`config.mk`:
```
export PLATFORM = sky130hd
export DESIGN_NAME = rgb_to_hsv_core_flat
export DESIGN_NICKNAME = d
export VERILOG_FILES = /design/src/hdl/rth_pkg.sv /design/src/hdl/rth_if.sv /design/src/hdl/rth_front.sv /design/src/hdl/rth_div_cell.sv /design/src/hdl/rgb_to_hsv_core.sv /design/src/flat_wrapper.sv
export VERILOG_INCLUDE_DIRS = /design/src /design/src/hdl
export SDC_FILE = /design/constraint.sdc
export NUM_CORES = 2
export LEC_CHECK = 0
export BUFFER_PORTS_ARGS = -buffer_cell sky130_fd_sc_hd__clkbuf_2
export CORE_MARGIN = 2
export CORE_UTILIZATION = 56
export DETAILED_ROUTE_END_ITERATION = 8
export GPL_TIMING_DRIVEN = 0
export PLACE_DENSITY = 0.83
export SYNTH_ARGS = -nofsm -noshare
export SYNTH_HDL_FRONTEND = slang
export SYNTH_SLANG_ARGS = --single-unit
```
`constraint.sdc`:
```
create_clock -name clk_i -period 7.6 [get_ports clk_i]
set_clock_uncertainty 0.2 [all_clocks]
set_input_delay 0.76 -clock clk_i [delete_from_list [all_inputs] [get_ports clk_i]]
set_output_delay 0.76 -clock clk_i [all_outputs]
set_load 0.005 [all_outputs]
```
`src/hdl/rgb_to_hsv_core_assert.svh`:
```
`ifndef RGB_TO_HSV_CORE_ASSERT_SVH
`define RGB_TO_HSV_CORE_ASSERT_SVH

// Checked outside reset.
`define RTH_ASSERT(lbl, prop, msg) \
  lbl: assert property (@(posedge clk_i) disable iff (!rst_ni) prop) else $error(msg);

// Checked during reset as well.
`define RTH_ASSERT_RST(lbl, prop, msg) \
  lbl: assert property (@(posedge clk_i) prop) else $error(msg);

`endif

```
`src/hdl/rth_pkg.sv`:
```
package rth_pkg;

  localparam int unsigned CH_W          = 8;
  localparam int unsigned HUE_W         = 15;
  localparam int unsigned SAT_W         = 8;
  localparam int unsigned HUE_FRAC_BITS = 6;

  // sector offset numerator, below 6 * 255
  localparam int unsigned M_W        = 11;
  // divisors are 2*diff and 2*max
  localparam int unsigned DIV_W      = CH_W + 1;
  // 2*255*diff + max
  localparam int unsigned SAT_REM_W  = 17;
  localparam int unsigned SAT_SCALE2 = 510;
  localparam int unsigned HUE_DEG    = 60;
  localparam int unsigned HUE_CIRCLE = 360;

  typedef struct packed {
    logic [CH_W-1:0] hi;
    logic [CH_W-1:0] diff;
  } side_t;

  function automatic int unsigned hue_full(int unsigned frac_bits);
    return HUE_CIRCLE * (32'd1 << frac_bits);
  endfunction

  function automatic int unsigned hue_qw(int unsigned frac_bits);
    return $clog2(hue_full(frac_bits) + 1);
  endfunction

  // 2*N + d with N = 60*S*m, m below 1530
  function automatic int unsigned hue_rem_w(int unsigned frac_bits);
    return $clog2(2 * HUE_DEG * (32'd1 << frac_bits) * 1530 + 256);
  endfunction

endpackage

```
`src/hdl/rth_if.sv`:
```
interface rth_pix_if;
  import rth_pkg::*;
  logic            valid;
  logic            ready;
  logic [CH_W-1:0] red;
  logic [CH_W-1:0] green;
  logic [CH_W-1:0] blue;

  modport source (output valid, output red, output green, output blue, input ready);
  modport sink   (input valid, input red, input green, input blue, output ready);
endinterface

interface rth_hsv_if;
  import rth_pkg::*;
  logic             valid;
  logic             ready;
  logic [HUE_W-1:0] hue;
  logic [SAT_W-1:0] saturation;
  logic [CH_W-1:0]  brightness;

  modport source (output valid, output hue, output saturation, output brightness,
                  input ready);
  modport sink   (input valid, input hue, input saturation, input brightness,
                  output ready);
endinterface

```
`src/hdl/rth_front.sv`:
```
module rth_front #(
  parameter int unsigned HueFracBits = rth_pkg::HUE_FRAC_BITS
) (
  input  logic                                            clk_i,
  input  logic                                            en_a_i,
  input  logic                                            en_b_i,
  input  logic [rth_pkg::CH_W-1:0]                        red_i,
  input  logic [rth_pkg::CH_W-1:0]                        green_i,
  input  logic [rth_pkg::CH_W-1:0]                        blue_i,
  output logic [rth_pkg::hue_rem_w(HueFracBits)-1:0]      hue_rem_o,
  output logic [rth_pkg::SAT_REM_W-1:0]                   sat_rem_o,
  output rth_pkg::side_t                                  side_o
);
  import rth_pkg::*;

  localparam int unsigned RemW    = hue_rem_w(HueFracBits);
  localparam int unsigned HueUnit = HUE_DEG * (32'd1 << HueFracBits);

  logic [CH_W-1:0] hi, lo, pos, neg, diff;
  logic [M_W-1:0]  base_d, m_d;

  logic [CH_W-1:0] hi_q, diff_q;
  logic [M_W-1:0]  m_q;

  logic [RemW-1:0]      n_prod, hue_rem_d;
  logic [SAT_REM_W-1:0] sat_rem_d;

  // stage A: max, min and sector offset numerator
  always_comb begin
    hi = red_i;
    if (green_i > hi) hi = green_i;
    if (blue_i > hi) hi = blue_i;
    lo = red_i;
    if (green_i < lo) lo = green_i;
    if (blue_i < lo) lo = blue_i;
    diff = hi - lo;
    if (hi == red_i) begin
      pos = green_i;
      neg = blue_i;
      if (green_i >= blue_i) begin
        base_d = '0;
      end else begin
        base_d = (M_W'(diff) << 2) + (M_W'(diff) << 1);
      end
    end else if (hi == green_i) begin
      pos    = blue_i;
      neg    = red_i;
      base_d = M_W'(diff) << 1;
    end else begin
      pos    = red_i;
      neg    = green_i;
      base_d = M_W'(diff) << 2;
    end
    m_d = base_d + M_W'(pos) - M_W'(neg);
  end

  always_ff @(posedge clk_i) begin
    if (en_a_i) begin
      hi_q   <= hi;
      diff_q <= diff;
      m_q    <= m_d;
    end
  end

  // stage B: rounded dividends
  always_comb begin
    n_prod    = RemW'(m_q) * RemW'(HueUnit);
    hue_rem_d = (n_prod << 1) + RemW'(diff_q);
    sat_rem_d = SAT_REM_W'(diff_q) * SAT_REM_W'(SAT_SCALE2) + SAT_REM_W'(hi_q);
  end

  always_ff @(posedge clk_i) begin
    if (en_b_i) begin
      hue_rem_o <= hue_rem_d;
      sat_rem_o <= sat_rem_d;
      side_o    <= '{hi: hi_q, diff: diff_q};
    end
  end

endmodule

```
`src/hdl/rth_div_cell.sv`:
```
module rth_div_cell #(
  parameter int unsigned RemW   = 24,
  parameter int unsigned QuoW   = 15,
  parameter int unsigned HueIdx = 0,
  parameter bit          SatEn  = 1'b0,
  parameter int unsigned SatIdx = 0
) (
  input  logic                          clk_i,
  input  logic                          en_i,
  input  logic [RemW-1:0]               hue_rem_i,
  input  logic [QuoW-1:0]               hue_quo_i,
  input  logic [rth_pkg::SAT_REM_W-1:0] sat_rem_i,
  input  logic [rth_pkg::SAT_W-1:0]     sat_quo_i,
  input  rth_pkg::side_t                side_i,
  output logic [RemW-1:0]               hue_rem_o,
  output logic [QuoW-1:0]               hue_quo_o,
  output logic [rth_pkg::SAT_REM_W-1:0] sat_rem_o,
  output logic [rth_pkg::SAT_W-1:0]     sat_quo_o,
  output rth_pkg::side_t                side_o
);
  import rth_pkg::*;

  localparam int unsigned HueCmpW = RemW + DIV_W;
  localparam int unsigned SatCmpW = SAT_REM_W + DIV_W;

  logic [HueCmpW-1:0]   hue_ext, hue_dsh, hue_sub;
  logic                 hue_bit;
  logic [RemW-1:0]      hue_rem_d;
  logic [QuoW-1:0]      hue_quo_d;
  logic [SAT_REM_W-1:0] sat_rem_d;
  logic [SAT_W-1:0]     sat_quo_d;

  // one restoring step on the hue quotient
  always_comb begin
    hue_ext   = HueCmpW'(hue_rem_i);
    hue_dsh   = HueCmpW'({side_i.diff, 1'b0}) << HueIdx;
    hue_bit   = hue_ext >= hue_dsh;
    hue_sub   = hue_bit ? (hue_ext - hue_dsh) : hue_ext;
    hue_rem_d = hue_sub[RemW-1:0];
    hue_quo_d = hue_quo_i;
    hue_quo_d[HueIdx] = hue_bit;
  end

  if (SatEn) begin : g_sat
    logic [SatCmpW-1:0] sat_ext, sat_dsh, sat_sub;
    logic               sat_bit;

    always_comb begin
      sat_ext   = SatCmpW'(sat_rem_i);
      sat_dsh   = SatCmpW'({side_i.hi, 1'b0}) << SatIdx;
      sat_bit   = sat_ext >= sat_dsh;
      sat_sub   = sat_bit ? (sat_ext - sat_dsh) : sat_ext;
      sat_rem_d = sat_sub[SAT_REM_W-1:0];
      sat_quo_d = sat_quo_i;
      sat_quo_d[SatIdx] = sat_bit;
    end
  end else begin : g_nosat
    always_comb begin
      sat_rem_d = sat_rem_i;
      sat_quo_d = sat_quo_i;
    end
  end

  always_ff @(posedge clk_i) begin
    if (en_i) begin
      hue_rem_o <= hue_rem_d;
      hue_quo_o <= hue_quo_d;
      sat_rem_o <= sat_rem_d;
      sat_quo_o <= sat_quo_d;
      side_o    <= side_i;
    end
  end

endmodule

```
`src/hdl/rgb_to_hsv_core.sv`:
```
// RGB to HSV converter, one RGB pixel of 8-bit channels in, one HSV result out.
// pix_i: sink channel carrying red, green, blue; a request is taken on a
// clock edge with valid and ready both high.
// hsv_o: source channel carrying hue (1/2^HueFracBits degree units),
// saturation (255 = 1.0) and brightness (largest channel).
// HueQW = clog2(360 * 2^HueFracBits + 1) is the hue quotient width.
// Two front stages form max/min and the rounded dividends, then a chain
// of HueQW divider cells resolves one hue quotient bit each (the last 8
// cells also one saturation bit each), then an output stage wraps hue.
// Throughput: one pixel per cycle while hsv_o is ready.
// Each stage advances when the stage after it is empty or advancing, so
// a stall on hsv_o fills the empty stages first; pix_i.ready falls only
// once every stage holds a pixel. A held result keeps its payload.
// Reset clears all stage valid flags, so the block is ready for a pixel
// as soon as reset is released.
module rgb_to_hsv_core #(
  parameter int unsigned HueFracBits = rth_pkg::HUE_FRAC_BITS
) (
  input  logic       clk_i,
  input  logic       rst_ni,
  rth_pix_if.sink    pix_i,
  rth_hsv_if.source  hsv_o
);
  import rth_pkg::*;
  `include "rgb_to_hsv_core_assert.svh"

  localparam int unsigned HueFull = hue_full(HueFracBits);
  localparam int unsigned HueQW   = hue_qw(HueFracBits);
  localparam int unsigned RemW    = hue_rem_w(HueFracBits);
  localparam int unsigned NC      = HueQW;
  localparam int unsigned NS      = NC + 3;
  localparam int unsigned OutW    = (HueQW > HUE_W) ? HueQW : HUE_W;
  localparam logic [HueQW-1:0] HueFullQ = HueQW'(HueFull);

  logic [NS-1:0] v_q, v_d, en;

  logic [RemW-1:0]      hue_rem [NC+1];
  logic [HueQW-1:0]     hue_quo [NC+1];
  logic [SAT_REM_W-1:0] sat_rem [NC+1];
  logic [SAT_W-1:0]     sat_quo [NC+1];
  side_t                side    [NC+1];

  logic [HueQW-1:0] hue_wrap;
  logic [OutW-1:0]  hue_ext;
  logic             gray;
  logic [HUE_W-1:0] hue_q, hue_d;
  logic [SAT_W-1:0] sat_q, sat_d;
  logic [CH_W-1:0]  bri_q;

  // a stage loads when it or any stage after it is empty, or output drains
  always_comb begin
    for (int j = 0; j < NS; j++) begin
      en[j] = hsv_o.ready | ~&(v_q | NS'((64'd1 << j) - 64'd1));
    end
    for (int j = 0; j < NS; j++) begin
      if (en[j]) begin
        v_d[j] = (j == 0) ? pix_i.valid : v_q[(j == 0) ? 0 : j - 1];
      end else begin
        v_d[j] = v_q[j];
      end
    end
  end

  always_ff @(posedge clk_i or negedge rst_ni) begin
    if (!rst_ni) begin
      v_q <= '0;
    end else begin
      v_q <= v_d;
    end
  end

  assign pix_i.ready = en[0];

  rth_front #(
    .HueFracBits (HueFracBits)
  ) u_front (
    .clk_i     (clk_i),
    .en_a_i    (en[0]),
    .en_b_i    (en[1]),
    .red_i     (pix_i.red),
    .green_i   (pix_i.green),
    .blue_i    (pix_i.blue),
    .hue_rem_o (hue_rem[0]),
    .sat_rem_o (sat_rem[0]),
    .side_o    (side[0])
  );

  assign hue_quo[0] = '0;
  assign sat_quo[0] = '0;

  for (genvar k = 0; k < NC; k++) begin : g_cell
    rth_div_cell #(
      .RemW   (RemW),
      .QuoW   (HueQW),
      .HueIdx (NC - 1 - k),
      .SatEn  (k >= NC - SAT_W),
      .SatIdx ((k >= NC - SAT_W) ? (NC - 1 - k) : 0)
    ) u_cell (
      .clk_i     (clk_i),
      .en_i      (en[k + 2]),
      .hue_rem_i (hue_rem[k]),
      .hue_quo_i (hue_quo[k]),
      .sat_rem_i (sat_rem[k]),
      .sat_quo_i (sat_quo[k]),
      .side_i    (side[k]),
      .hue_rem_o (hue_rem[k + 1]),
      .hue_quo_o (hue_quo[k + 1]),
      .sat_rem_o (sat_rem[k + 1]),
      .sat_quo_o (sat_quo[k + 1]),
      .side_o    (side[k + 1])
    );
  end

  // gray pixels force zero; a full circle wraps to zero
  always_comb begin
    gray     = side[NC].diff == '0;
    hue_wrap = (hue_quo[NC] >= HueFullQ) ? (hue_quo[NC] - HueFullQ) : hue_quo[NC];
    hue_ext  = OutW'(hue_wrap);
    hue_d    = gray ? '0 : hue_ext[HUE_W-1:0];
    sat_d    = gray ? '0 : sat_quo[NC];
  end

  always_ff @(posedge clk_i) begin
    if (en[NS-1]) begin
      hue_q <= hue_d;
      sat_q <= sat_d;
      bri_q <= side[NC].hi;
    end
  end

  assign hsv_o.valid      = v_q[NS-1];
  assign hsv_o.hue        = hue_q;
  assign hsv_o.saturation = sat_q;
  assign hsv_o.brightness = bri_q;

  `RTH_ASSERT_RST(a_rst_empty, !rst_ni |-> (v_q == '0), "pipeline not empty in reset")
  `RTH_ASSERT(a_empty_ready, (v_q == '0) |-> pix_i.ready, "empty pipeline refuses request")
  `RTH_ASSERT(a_accept_lands, (pix_i.valid && pix_i.ready) |=> v_q[0], "accepted pixel lost")
  `RTH_ASSERT(a_hue_range, v_q[NS-2] |-> (gray || (hue_wrap < HueFullQ)), "hue out of range")
  `RTH_ASSERT(a_gray_hue, (hsv_o.valid && (hsv_o.saturation == '0)) |-> (hsv_o.hue == '0), "zero saturation with nonzero hue")

endmodule

```
`src/flat_wrapper.sv`:
```
// flat-port wrapper written by rule: the top's interface ports become plain ports
module rgb_to_hsv_core_flat import rth_pkg::*;
#(
  parameter int unsigned HueFracBits = rth_pkg::HUE_FRAC_BITS
)
  (clk_i, rst_ni, pix_i_valid, pix_i_red, pix_i_green, pix_i_blue, pix_i_ready, hsv_o_valid, hsv_o_hue, hsv_o_saturation, hsv_o_brightness, hsv_o_ready);
  rth_pix_if pix_i_i ();
  rth_hsv_if hsv_o_i ();
  input  logic clk_i;
  input  logic rst_ni;
  input wire logic [$bits(pix_i_i.valid)-1:0] pix_i_valid;
  input wire logic [$bits(pix_i_i.red)-1:0] pix_i_red;
  input wire logic [$bits(pix_i_i.green)-1:0] pix_i_green;
  input wire logic [$bits(pix_i_i.blue)-1:0] pix_i_blue;
  output wire logic [$bits(pix_i_i.ready)-1:0] pix_i_ready;
  output wire logic [$bits(hsv_o_i.valid)-1:0] hsv_o_valid;
  output wire logic [$bits(hsv_o_i.hue)-1:0] hsv_o_hue;
  output wire logic [$bits(hsv_o_i.saturation)-1:0] hsv_o_saturation;
  output wire logic [$bits(hsv_o_i.brightness)-1:0] hsv_o_brightness;
  input wire logic [$bits(hsv_o_i.ready)-1:0] hsv_o_ready;
  assign pix_i_i.valid = pix_i_valid;
  assign pix_i_i.red = pix_i_red;
  assign pix_i_i.green = pix_i_green;
  assign pix_i_i.blue = pix_i_blue;
  assign pix_i_ready = pix_i_i.ready;
  assign hsv_o_valid = hsv_o_i.valid;
  assign hsv_o_hue = hsv_o_i.hue;
  assign hsv_o_saturation = hsv_o_i.saturation;
  assign hsv_o_brightness = hsv_o_i.brightness;
  assign hsv_o_i.ready = hsv_o_ready;
  rgb_to_hsv_core #(.HueFracBits(HueFracBits)) u_core (.clk_i(clk_i), .rst_ni(rst_ni), .pix_i(pix_i_i), .hsv_o(hsv_o_i));
endmodule
```
* Word level (Yosys, flattened, before mapping)
Cells that the tools add are included.
** Cells by class
- Reductions and logical operators :: 36
- Multiply operators :: 2
- Multiplexer cells :: 33
- Equality and inequality tests :: 2
- Bitwise logic cells :: 18
- Add/sub/neg operators :: 28
- Magnitude comparators :: 29
** Operator list (count)
- 24-bit 2-to-1 mux :: 14
- 17-bit 2-to-1 mux :: 7
- 8-bit 2-to-1 mux :: 8
- 24-bit by 8-bit adder with 24-bit output :: 1
- 24-bit by 10-bit >= comparator with 1-bit output :: 1
- 24-bit by 11-bit >= comparator with 1-bit output :: 1
- 24-bit by 12-bit >= comparator with 1-bit output :: 1
- 24-bit by 13-bit >= comparator with 1-bit output :: 1
- 24-bit by 14-bit >= comparator with 1-bit output :: 1
- 24-bit by 15-bit >= comparator with 1-bit output :: 1
- 24-bit by 16-bit >= comparator with 1-bit output :: 1
- 24-bit by 17-bit >= comparator with 1-bit output :: 1
- 24-bit by 18-bit >= comparator with 1-bit output :: 1
- 24-bit by 19-bit >= comparator with 1-bit output :: 1
- 24-bit by 20-bit >= comparator with 1-bit output :: 1
- 24-bit by 21-bit >= comparator with 1-bit output :: 1
- 24-bit by 22-bit >= comparator with 1-bit output :: 1
- 24-bit by 23-bit >= comparator with 1-bit output :: 1
- 24-bit by 9-bit >= comparator with 1-bit output :: 1
- 24-bit by 10-bit subtractor with 24-bit output :: 1
- 24-bit by 11-bit subtractor with 24-bit output :: 1
- 24-bit by 12-bit subtractor with 24-bit output :: 1
- 24-bit by 13-bit subtractor with 24-bit output :: 1
- 24-bit by 14-bit subtractor with 24-bit output :: 1
- 60 further kinds :: 98
** Storage, ports and cells
- Flip-flop bits (word level) :: 1103
- Output and inout port bits :: 33
- Input bits :: 28
- Word-level logic and storage cells :: 257

* Logic depth before layout (Yosys ltp)
- Depth after elaboration :: 10
- Mapped depth :: 45

* Modules after synthesis
From an unflattened synthesis, not the netlist that was laid out.
** Unflattened totals
- Cells, all modules :: 4385
- Area total of the unflattened synthesis :: 61899.4 um^2
** Modules (own cells, without submodules)
- rth_front :: cells each 872, area each 8562.0 um^2, times used 1
- rth_div_cell at u_core.g_cell[10].u_cell :: cells each 286, area each 3892.5 um^2, times used 1
- rth_div_cell at u_core.g_cell[14].u_cell :: cells each 294, area each 3875.0 um^2, times used 1
- rth_div_cell at u_core.g_cell[12].u_cell :: cells each 286, area each 3823.7 um^2, times used 1
- rth_div_cell at u_core.g_cell[13].u_cell :: cells each 281, area each 3799.9 um^2, times used 1
- rth_div_cell at u_core.g_cell[11].u_cell :: cells each 279, area each 3756.1 um^2, times used 1
- rth_div_cell at u_core.g_cell[8].u_cell :: cells each 267, area each 3688.5 um^2, times used 1
- rth_div_cell at u_core.g_cell[9].u_cell :: cells each 253, area each 3637.2 um^2, times used 1
- rth_div_cell at u_core.g_cell[7].u_cell :: cells each 249, area each 3547.2 um^2, times used 1
- rth_div_cell at u_core.g_cell[3].u_cell :: cells each 171, area each 3103.0 um^2, times used 1
- rth_div_cell at u_core.g_cell[6].u_cell :: cells each 178, area each 3070.4 um^2, times used 1
- rth_div_cell at u_core.g_cell[5].u_cell :: cells each 172, area each 3059.2 um^2, times used 1
- rth_div_cell at u_core.g_cell[4].u_cell :: cells each 172, area each 3055.4 um^2, times used 1
- rth_div_cell at u_core.g_cell[1].u_cell :: cells each 159, area each 3027.9 um^2, times used 1
- 3 more rows

* Least setup slack after synthesis
Ideal clock, no wire load.
- Kind :: input to register
- Start point :: input pix_i_red[1]
- End point :: register u_core.u_front.m_q[10], data pin
- Path buffers :: 4
- Cell stages on the path :: 40
- Setup slack :: -933 ps
- Library setup time :: 261 ps
- Arrival :: 8072 ps
- Path through :: inv_1 ha_1 nor2b_1 o211ai_1 a21o_1 and2_1 clkbuf_1 clkbuf_1 nor2_1 a21oi_1 ha_1 a21o_1 a21o_1 a211oi_1 o31a_1 a31o_2 clkbuf_1 buf_1 [4 not listed] ha_1 inv_1 fa_1 nor3_1 a21oi_1 fa_1 inv_1 ha_1 a21oi_1 o21ai_0 a21oi_1 o21bai_1 a21oi_1 nor2b_1 o21ai_0 nand2b_1 xnor2_1 xnor2_1
** Between the ends
- Longest elaborated chain between the ends :: 10
- Elaborated cells on any way between the ends :: 21
** Ends and longest elaborated chain
- from (decl) :: RTL line flat_wrapper.sv:12 : input wire logic [$bits(pix_i_i.red)-1:0] pix_i_red;
- 8-bit greater-than comparator or 8-bit less-than comparator (tied branches) :: RTL line rth_front.sv:31, rth_front.sv:34
- 8-bit 2-to-1 mux (on tied branches) :: RTL line rth_front.sv:31, rth_front.sv:34
- 8-bit greater-than comparator or 8-bit less-than comparator (tied branches) :: RTL line rth_front.sv:32, rth_front.sv:35
- 8-bit 2-to-1 mux (on tied branches) :: RTL line rth_front.sv:32, rth_front.sv:35
- 8-bit subtractor * :: RTL line rth_front.sv:36 : diff = hi - lo;
- named net u_core.u_front.diff[1] :: RTL line rth_front.sv:19 : logic [CH_W-1:0] hi, lo, pos, neg, diff;
- 10-bit by 9-bit adder with 11-bit output :: RTL line rth_front.sv:43 : base_d = (M_W'(diff) << 2) + (M_W'(diff) << 1);
- 11-bit 2-to-1 mux :: RTL line rth_front.sv:40 : if (green_i >= blue_i) begin
- 11-bit 2-to-1 mux * :: RTL line rth_front.sv:37 : if (hi == red_i) begin
- 11-bit by 8-bit adder with 11-bit output * :: RTL line rth_front.sv:54 : m_d = base_d + M_W'(pos) - M_W'(neg);
- 11-bit by 8-bit subtractor with 11-bit output * :: RTL line rth_front.sv:54
- named net u_core.u_front.m_d[10] :: RTL line rth_front.sv:20 : logic [M_W-1:0] base_d, m_d;
- to (signal assigned) :: RTL line rth_front.sv:61 : m_q <= m_d;
- to (decl) :: RTL line rth_front.sv:23 : logic [M_W-1:0] m_q;
The timed path passes the listed nets; every way through them passes the cells marked *.
A chain may end at the register's enable or synchronous reset.

* Final worst setup path
- Start point :: input pix_i_green[3]
- End point :: register u_core.u_front.m_q[10], data pin
** Between the ends
- Longest elaborated chain between the ends :: 10
- Elaborated cells on any way between the ends :: 22
** Ends and longest elaborated chain
- from (decl) :: RTL line flat_wrapper.sv:13 : input wire logic [$bits(pix_i_i.green)-1:0] pix_i_green;
- 8-bit greater-than comparator or 8-bit less-than comparator (tied branches) :: RTL line rth_front.sv:31, rth_front.sv:34
- 8-bit 2-to-1 mux (on tied branches) :: RTL line rth_front.sv:31, rth_front.sv:34
- 8-bit greater-than comparator or 8-bit less-than comparator (tied branches) :: RTL line rth_front.sv:32, rth_front.sv:35
- 8-bit 2-to-1 mux (on tied branches) :: RTL line rth_front.sv:32, rth_front.sv:35
- 8-bit subtractor * :: RTL line rth_front.sv:36
- named net u_core.u_front.diff[4] :: RTL line rth_front.sv:19
- 10-bit by 9-bit adder with 11-bit output :: RTL line rth_front.sv:43
- 11-bit 2-to-1 mux :: RTL line rth_front.sv:40
- 11-bit 2-to-1 mux * :: RTL line rth_front.sv:37
- 11-bit by 8-bit adder with 11-bit output * :: RTL line rth_front.sv:54
- 11-bit by 8-bit subtractor with 11-bit output * :: RTL line rth_front.sv:54
- named net u_core.u_front.m_d[10] :: RTL line rth_front.sv:20
Marks and branches as above.

==> results.ini <==
[placed_design]
port_buffers = 60
placed_cells = 4894
hpwl_um = 60700
gp_congestion = 0.930
dp_slack_ns = -1.78

[cells_and_area]
area_growth_syn_to_layout_pct = 13.9
final_net_count = 4322
post_route_cells_drive_above_1_share_pct = 11.6
postLayoutCoreUtil_pct = 64.3
antennaDiodeCount = 0
layout.cells.most_common = sky130_fd_sc_hd__edfxtp_1
finalNonFillerCells = 5135
filler_cell_count = 5732
mostFrequentLayoutCells = sky130_fd_sc_hd__edfxtp_1 (963), sky130_fd_sc_hd__inv_1 (378), sky130_fd_sc_hd__ha_1 (274), sky130_fd_sc_hd__a21oi_1 (225), sky130_fd_sc_hd__nor2_1 (225)

[clock_tree]
cts_inserted_buffers = 94
cts_tree = done
cts_root_buffer = sky130_fd_sc_hd__clkbuf_16
clock_latency_ns = 0.65
cts.reportedPaths.clkPinSlew_ns = 0.06
cts.htree.levels = 3
clkSinkCount = 981
clock_tree.buffer_depth = 3

[floorplanning]
coreArea_um2 = 84900
design.portCount = 61
fp-row-count = 107
overall_die_area_um2 = 87800
fp.dieH_um = 296
initial_core_util_pct = 56.4
width_of_the_chip_um = 296

[synth]
synth_top_area_share_pct = 60.4
synth_cell_types = 78
ys_async_rst_share_pct = 1.83
postSynthNetCount = 4079
post_synth_inst_count = 3673
synth.top_cells.by_area = sky130_fd_sc_hd__edfxtp_1 (60%), sky130_fd_sc_hd__ha_1 (7.8%), sky130_fd_sc_hd__fa_1 (3.4%), sky130_fd_sc_hd__xnor2_1 (3.2%), sky130_fd_sc_hd__inv_1 (3.1%)
yosys_most_used_dff = sky130_fd_sc_hd__edfxtp_1
ys.warnings.count = 0
syn_avg_cell_area_um2 = 13.0
synth_seq_cells = 981
synth-edff-count = 963
post_synth_instance_area_um2 = 47900
synth_sequential_area_ratio_pct = 61.3
synth_top_area_cell = sky130_fd_sc_hd__edfxtp_1

[worst_hold_path]
min-delay-start = pix_i_valid
min_to = u_core.v_q[0]
hold_class = in -> reg
whs_path_depth = 2

[routing]
drt_iter0_markers = 1825
detail_route.vias_per_cell = 5.60
remaining_drc_errors = 0
antenna_left = 0
drt-pass1-iter-count = 8
drt-wirelength-per-cell_um = 17.3
drt_wl_total_um = 88600
route.vias.total = 28780

[critical_path]
timing.critical_path.slowest_stage_cell = sky130_fd_sc_hd__fa_1
critical_path_class = in -> reg
critPathRequiredTime_ns = 7.78
crit_path_max_fanout = 7
timing.rr.end = u_core.u_front.hue_rem_o[9]
worstSetupStartpointType = input port
worst-r2r-setup-slack_ns = 1.54
endpoint_kind = flop
worst-r2r-cell-count = 15
max_stage_delay_ns = 0.58
worst_r2r_startpoint = u_core.v_q[17]
worst_ep_arrival_time_ns = 7.93

[timing]
report.final.hold_viol_count = 0
finalWorstSetupSlack_ns = -0.150
finalCriticalPeriod_ns = 7.75
setup_violations = 1
timing_max_transition_violations_final = 0
grt_setup_unrepaired = true
slew-limit-headroom_pct = 2.78
transition_time_at_the_pin_with_the_least_slew_margin_ns = 1.45
fmax_mhz = 129
finalCritPeriodShare_pct = 102
worst_hold_slack_ns = 0.106

[global_routing]
grt.overflow.total = 0
antenna_violations_before_repair = 0
grt_max_degree = 45
vias_in_the_first_global_route = 29491
global_route.usage.total_pct = 20.0
first_pass_grt_wire_length_um = 141000

[run_status]
outcome = finished, violations left
violated_checks = negative setup slack

[run]
max-cap-violations = 0

## sequential cells by signal, indices dropped and copies added (netlist names), 11 cells and up
name / flops
u_core.u_front.hue_rem_o: 16
u_core.g_cell.u_cell.hue_quo_o: 120
u_core.u_front.side_o: 14
u_core.hsv_o.hue: 15
u_core.g_cell.u_cell.hue_rem_o: 273
u_core.u_front.sat_rem_o: 17
u_core.v_q: 18
u_core.g_cell.u_cell.side_o: 191
u_core.u_front.m_q: 11
u_core.g_cell.u_cell.sat_rem_o: 238
u_core.g_cell.u_cell.sat_quo_o: 36
## cells by family (layout without fill, tap and decap cells)
group	after synthesis	in the layout	share of synthesized area, %
flip-flops	981	981	61.3
XOR/XNOR	281	281	5.19
AO/OA/AOI/OAI	608	608	7.69
multiplexers	60	60	1.29
AND/OR/NAND/NOR	919	920	9.80
adder cells (fa/ha/maj)	379	379	11.2
buffers and inverters	445	762	3.53
## critical path: cells and delay by family
family / cells / cell delay [ns]
buffers and inverters: 8 / 0.97
adders and majority gates: 7 / 2.24
and+or+nand+nor: 7 / 0.84
AOI/OAI and AO/OA: 15 / 2.39
xor gates and xnor gates: 4 / 0.67
## metrics by stage
step / area, µm² / TNS [ns]
after floorplan: 48000 / -0.427
after global placement: 49700 / -213.90
after detailed placement: 50100 / -54.40
after CTS: 54000 / 0
after global routing: 54500 / -0.716
final: 54500 / -0.150
## synth_stat cells (47+ instances only)
library cell and number:
sky130_fd_sc_hd__nor2_1 229, sky130_fd_sc_hd__fa_1 81, sky130_fd_sc_hd__mux2i_1 48, sky130_fd_sc_hd__xnor2_1 176, sky130_fd_sc_hd__nor3_1 81, sky130_fd_sc_hd__xor2_1 103
sky130_fd_sc_hd__nor4_1 58, sky130_fd_sc_hd__inv_1 399, sky130_fd_sc_hd__nor2b_1 65, sky130_fd_sc_hd__nand2b_1 107, sky130_fd_sc_hd__ha_1 297, sky130_fd_sc_hd__nand3_1 47
sky130_fd_sc_hd__a21oi_1 243, sky130_fd_sc_hd__o21ai_0 149, sky130_fd_sc_hd__edfxtp_1 963, sky130_fd_sc_hd__nand2_1 169, sky130_fd_sc_hd__a21o_1 85
## area by class of cell
type                            instances  area [µm²]  share of cell area (%)
Sequential cell                       981       29400                    53.8
Multi-Input combinational cell       2248       17600                    32.3
Clock buffer                          120        2530                    4.64
Inverter                              400        1520                    2.78
Tap cell                             1144        1430                    2.62
Timing Repair Buffer                  149        1260                    2.31
Clock inverter                         51         586                    1.07
Buffer                                 41         228                   0.417
Timing Repair inverter                  1        5.00                 0.00917
## how the worst max path moves through the flow
stage                        start                endpoint  slack [ns]
detailed placement    pix_i_red[1]  u_core.u_front.m_q[10]       -1.78
global placement       hsv_o_ready             pix_i_ready       -2.58
finish              pix_i_green[3]  u_core.u_front.m_q[10]       -0.15
CTS                   pix_i_red[1]  u_core.u_front.m_q[10]       0.004
global route          pix_i_red[1]  u_core.u_front.m_q[10]       -0.45
floorplan             pix_i_red[1]  u_core.u_front.m_q[10]       -0.42
## metal layers
metal	GRT usage, %	share of wire [%]	vias to the layer above
li1	-	-	13754
met4	8.71	4.1	0
met2	39.0	55	819
met5	0	0	-
met3	3.14	4.4	270
met1	21.2	37	13937
## what timing repair did
| item | in CTS | in global routing |
|---|---|---|
| resized for setup | 89 | 92 |
| hold buffers | 1 | 0 |
| setup endpoints to repair | 83 | 6 |
| gates cloned | 2 | 0 |
| pin swaps | 32 | 50 |
| buffers inserted | 39 | 32 |
| hold endpoints to repair | 18 | 0 |
Power is not shown: default switching activity piles up to over one toggle a cycle in this logic, so the estimate is an artifact.
